--- config.mk ---
export PLATFORM = sky130hd
export DESIGN_NAME = ump_deframer_with_duplicate_filter_unit
export DESIGN_NICKNAME = d
export VERILOG_FILES = /design/src/sv/ump_ddf_pkg.sv /design/src/sv/ump_deframer_with_duplicate_filter_unit.sv
export SDC_FILE = /design/constraint.sdc
export NUM_CORES = 1
export LEC_CHECK = 0
export BUFFER_PORTS_ARGS = -buffer_cell sky130_fd_sc_hd__buf_2
export CAP_MARGIN = 10
export CORE_MARGIN = 3
export CORE_UTILIZATION = 58
export DETAILED_ROUTE_END_ITERATION = 7
export PLACE_DENSITY = 0.88
export SYNTH_ARGS = -nofsm -noshare
export SYNTH_HDL_FRONTEND = slang
export SYNTH_SLANG_ARGS = --single-unit
--- constraint.sdc ---
create_clock -name clk_i -period 11.1 [get_ports clk_i]
set_clock_uncertainty 0.05 [all_clocks]
set_input_delay 1.11 -clock clk_i [delete_from_list [all_inputs] [get_ports clk_i]]
set_output_delay 1.11 -clock clk_i [all_outputs]
set_load 0.1 [all_outputs]
--- src/sv/ump_ddf_pkg.sv ---
// ----------------------------------------------------------------------------
// ump_ddf_pkg
// Shared types and constants of the UMP deframer with duplicate filter.
// ----------------------------------------------------------------------------
package ump_ddf_pkg;

  localparam int unsigned WordW    = 32;
  localparam int unsigned SeqW     = 16;
  localparam int unsigned CountW   = 8;
  localparam int unsigned MsgLenW  = 3;
  localparam int unsigned IdxW     = 2;
  localparam int unsigned MsgWords = 4;
  localparam int unsigned PartW    = 3;
  localparam int unsigned OutRawW  = MsgWords * WordW + MsgLenW;
  localparam int unsigned OutDataW = ((OutRawW + 7) / 8) * 8;

  localparam logic [SeqW-1:0] SeqResetVal = 16'hFFFF;

  typedef logic [WordW-1:0] word_t;
  typedef logic [SeqW-1:0]  seq_t;

  // message length by UMP type nibble
  function automatic logic [MsgLenW-1:0] msg_len_by_type(input logic [3:0] mt);
    logic [MsgLenW-1:0] len;
    case (mt)
      4'h0, 4'h1, 4'h2, 4'h6, 4'h7: len = 3'd1;
      4'h3, 4'h4, 4'h8, 4'h9, 4'hA: len = 3'd2;
      4'hB, 4'hC:                   len = 3'd3;
      default:                      len = 3'd4;
    endcase
    return len;
  endfunction

endpackage

--- src/sv/ump_deframer_with_duplicate_filter_unit.sv ---
// ----------------------------------------------------------------------------
// ump_deframer_with_duplicate_filter_unit
// Splits UMP data commands into messages and drops repeated packets.
// ----------------------------------------------------------------------------
// Input and result registers; between them the history compare is a
//   parallel match over HISTORY_DEPTH entries. Throughput: one word per
//   cycle unless the master side stalls.
// Reset: asynchronous, active low; history fills with 0xFFFF, no packet open.
module ump_deframer_with_duplicate_filter_unit #(
  parameter int unsigned HISTORY_DEPTH = 4
) (
  input  logic                                clk_i,
  input  logic                                rst_ni,
  input  logic                                s_axis_tvalid_i,
  output logic                                s_axis_tready_o,
  input  logic [ump_ddf_pkg::WordW-1:0]       s_axis_tdata_i,  // [31:0] word
  input  logic                                s_axis_tuser_i,  // [0] is_header
  output logic                                m_axis_tvalid_o,
  input  logic                                m_axis_tready_i,
  // [31:0] msg_word0, [63:32] msg_word1, [95:64] msg_word2,
  // [127:96] msg_word3, [130:128] msg_length, rest zero
  output logic [ump_ddf_pkg::OutDataW-1:0]    m_axis_tdata_o
);
  import ump_ddf_pkg::*;

  logic                in_valid_q, in_valid_d;
  word_t               in_word_q;
  logic                in_hdr_q;
  logic                adv;

  seq_t                hist_q [HISTORY_DEPTH];
  logic [CountW-1:0]   words_left_q;
  logic                drop_q;
  word_t               part_q [PartW];
  logic [IdxW-1:0]     idx_q;
  logic [MsgLenW-1:0]  exp_len_q;

  logic                out_valid_q;
  word_t               out_w_q [MsgWords];
  logic [MsgLenW-1:0]  out_len_q;

  logic                hit;
  logic [MsgLenW-1:0]  cur_len;
  logic                done;
  logic                busy;
  logic [CountW-1:0]   wl_dec;
  word_t               msg [MsgWords];

  assign adv             = !out_valid_q || m_axis_tready_i;
  assign s_axis_tready_o = !in_valid_q || adv;
  assign in_valid_d      = (s_axis_tvalid_i && s_axis_tready_o) ? 1'b1 :
                           (adv ? 1'b0 : in_valid_q);

  always_comb begin
    hit = 1'b0;
    for (int i = 0; i < HISTORY_DEPTH; i++) begin
      if (hist_q[i] == in_word_q[SeqW-1:0]) hit = 1'b1;
    end
  end

  assign busy    = !in_hdr_q && (words_left_q != '0) && !drop_q;
  assign wl_dec  = words_left_q - 1'b1;
  assign cur_len = (idx_q == '0) ? msg_len_by_type(in_word_q[WordW-1 -: 4]) : exp_len_q;
  assign done    = ({1'b0, idx_q} + 3'd1) >= cur_len;

  always_comb begin
    for (int i = 0; i < MsgWords; i++) begin
      if (i == int'(idx_q)) begin
        msg[i] = in_word_q;
      end else if (i < int'(idx_q)) begin
        msg[i] = part_q[i];
      end else begin
        msg[i] = '0;
      end
    end
  end

  always_ff @(posedge clk_i or negedge rst_ni) begin
    if (!rst_ni) begin
      in_valid_q <= 1'b0;
    end else begin
      in_valid_q <= in_valid_d;
    end
  end

  always_ff @(posedge clk_i) begin
    if (s_axis_tvalid_i && s_axis_tready_o) begin
      in_word_q <= s_axis_tdata_i;
      in_hdr_q  <= s_axis_tuser_i;
    end
  end

  always_ff @(posedge clk_i or negedge rst_ni) begin
    if (!rst_ni) begin
      for (int i = 0; i < HISTORY_DEPTH; i++) hist_q[i] <= SeqResetVal;
      for (int i = 0; i < PartW; i++) part_q[i] <= '0;
      words_left_q <= '0;
      drop_q       <= 1'b0;
      idx_q        <= '0;
      exp_len_q    <= '0;
      out_valid_q  <= 1'b0;
    end else if (adv) begin
      out_valid_q <= in_valid_q && busy && done;
      if (in_valid_q) begin
        if (in_hdr_q) begin
          words_left_q <= in_word_q[23:16];
          idx_q        <= '0;
          exp_len_q    <= '0;
          drop_q       <= hit;
          if (!hit) begin
            for (int i = 0; i + 1 < HISTORY_DEPTH; i++) hist_q[i] <= hist_q[i+1];
            hist_q[HISTORY_DEPTH-1] <= in_word_q[SeqW-1:0];
          end
        end else if (words_left_q != '0) begin
          words_left_q <= wl_dec;
          if (!drop_q) begin
            exp_len_q <= cur_len;
            if (done) begin
              idx_q <= '0;
            end else begin
              part_q[idx_q] <= in_word_q;
              idx_q         <= (wl_dec == '0) ? '0 : idx_q + 1'b1;
            end
          end
        end
      end
    end
  end

  always_ff @(posedge clk_i) begin
    if (adv && in_valid_q && busy && done) begin
      for (int i = 0; i < MsgWords; i++) out_w_q[i] <= msg[i];
      out_len_q <= cur_len;
    end
  end

  assign m_axis_tvalid_o = out_valid_q;
  assign m_axis_tdata_o  = OutDataW'({out_len_q, out_w_q[3], out_w_q[2], out_w_q[1], out_w_q[0]});

endmodule

==> metrics <==
ANT nets after route=0; Seq cells post-synth=343; share of cells above drive strength 1=0.442; Pre-antenna DRT Iters=5; commonest cells after routing, fill and taps aside=168 x buf_2, 164 x edfxtp_1, 112 x dfrtp_1, 103 x mux2_2, 90 x mux2_4; Max Cap Viol=0; Core Rows=57; Final min period=4.79 ns; static leakage=6.92 nW; required time of the worst setup path=11.45 ns; fmax=0.209 GHz; Cells after Synth=953; Ys Warns=0; Fin. Hold Viols=0; DR iter-0 viols=794; initial antenna violation count=0; post-cts resize count=0; Design Area, Final=16800 µm²; # DRC=0; starting density of the core=0.599; first-pass GRT wire length=50.3 mm; crit end category=register; Area Overhead vs Synth=13.4%; post-place instance area=15700 µm²; DR WL/cell=21.4 µm; Final Non-Filler Cells=1460; core area=24700 µm²; Total Routed Length=31.2 mm; Worst Max-Slew Pin Slew=1.24 ns; CTS tree=done; GPL Wtd Cong=0.786; Setup CP Type=register to register; status=completed; # clock sinks=343; Post-CTS Setup Inserts=0; post-route clock period utilization=0.431; synth unique cells=48; sequential fraction of the synthesis area=0.639; fin nets=1153; DP Cell Count=1392; worst vdd ir=0.000173 V; Tightest Hold Check Type=register to register; DIE WIDTH=166 µm; root buffer cell=clkbuf_16; Syn Std Cell Area=14800 µm²; Reg clk slew, reported paths=0.06 ns; power per cell area=277 nW/µm²; boundary pin count=175; ANT cells=0; Worst-Skew Late Latency=0.52 ns; Congestion Overflow GR=0; vias in the first global route=8850; Arr. time, crit path=5.14 ns; H-tree Lvls=2; die area=27500 µm²; worst rel slew slack=0.177; syn avg cell area=15.5 µm²; RSZ-0062 raised after global routing=no; maximum net fanout on the critical path=38; Avg Vias per Cell=5.81; CTS buffer count=37; die height=166 µm; commonest non-fill, non-tap cell in the layout=buf_2; setup TNS=0 ns; Critical Path Start Type=register; largest net degree at the start of global routing=81; vias after detailed routing=8482; PortBufs=169; fin. max-slew vios=0; hold buffers post-CTS=0; final setup violation count=0; total track usage=0.227; clock buffer depth=3; dpl hpwl=19.7 mm
==> kinds of logic after synthesis <==
group | after synthesis | synth area share
XOR/XNOR | 66 | 0.0390
buffers and inverters | 78 | 0.0367
flip-flops | 343 | 0.639
multiplexers | 201 | 0.175
other | 1 | 0.000253
AND/OR/NAND/NOR | 150 | 0.0530
AO/OA/AOI/OAI | 104 | 0.0487
adder cells (fa/ha/maj) | 10 | 0.00836
==> report_power, final <==
part	total, mW	internal, mW	switching (mW)
registers	2.09	1.81	0.278
clock network	1.14	0.659	0.477
logic	1.43	0.565	0.866
total	4.66	3.04	1.62
==> final cells by class <==
type | count | area (µm²)
multi-input combinational | 536 | 4840
sequential | 343 | 9470
tap | 324 | 405
clock buffer | 51 | 1040
fill | 1581 | 7940
timing repair buffer | 179 | 927
clock inverter | 17 | 88.8
inverter | 10 | 37.5
==> Yosys cell counts (all sizes together) <==
cell type	number	share of area
nor2	15	0.0040
a31o	1	0.00059
nor2b	2	0.0014
a21oi	6	0.0023
clkbuf	27	0.0068
dfrtp	112	0.19
xor2	48	0.028
o21a	1	0.00051
inv	10	0.0025
o311ai	1	0.00059
nor4	16	0.0072
nand4	9	0.0038
and2	37	0.016
a21boi	1	0.00051
dfstp	64	0.11
mux2	193	0.17
nand3b	2	0.0013
a32o	1	0.00068
nand4b	1	0.00059
o21ai	42	0.014
nand2	55	0.014
a32oi	1	0.00059
nand3	1	0.00034
ha	9	0.0076
conb	1	0.00025
or3	1	0.00042
maj3	1	0.00076
dfxtp	3	0.0041
buf	41	0.027
nor3	3	0.0010
nand2b	5	0.0021
a22oi	3	0.0015
nor4b	1	0.00059
edfxtp	164	0.33
a31oi	3	0.0013
and3	2	0.00084
xnor2	18	0.011
a22o	44	0.026
mux2i	8	0.0054
==> worst paths after layout <==
| check | start | end | slack [ns] | depth (start not counted) |
|---|---|---|---|---|
| max | idx_q[0] | part_q[64] | 6.31 | 10 |
| min in group asynchronous | rst_ni | in_valid_q | 0.45 | 1 |
| min reg2reg | exp_len_q[0] | exp_len_q[0] | 0.43 | 2 |
| min | exp_len_q[0] | exp_len_q[0] | 0.43 | 2 |
| max in group asynchronous | rst_ni | drop_q | 8.56 | 3 |
| max reg2reg | idx_q[0] | part_q[64] | 6.31 | 10 |
==> through the flow <==
step	power [mW]	hold slack [ns]	worst slack, ns	utilization
finish	4.66	0.426	6.31	0.679
global route	4.87	0.451	6.13	0.679
CTS	4.67	0.431	6.35	0.679
detailed placement	3.52	0.417	6.38	0.634
global placement	3.45	0.401	6.57	0.634
floorplan	3.24	0.385	2.95	-
==> registers in the layout, summed over array words and instances, names as in the netlist, 2 cells and up, named ones only <==
signal        count
out_w_q         128
part_q           96
hist_q           64
in_word_q        32
words_left_q      8
exp_len_q         3
out_len_q         3
idx_q             2
==> metal layers <==
layer	wire length, µm	vias to the layer above	GRT usage
met1	13000	4335	0.311
met4	691	0	0.0622
li1	-	3747	-
met5	0	-	0
met2	15500	339	0.380
met3	2030	61	0.0407
==> critical path: stages, from the launching register on <==
cell	delay (ns)
dfrtp_1	0.45
inv_1	0.15
ha_2	0.94
mux2_2	0.45
ha_1	0.28
nand2b_1	0.15
maj3_2	0.31
a21oi_2	0.24
nor2b_4	0.22
and2_2	0.99
mux2_2	0.43
No activity file was read; power rests on OpenSTA's default activity.
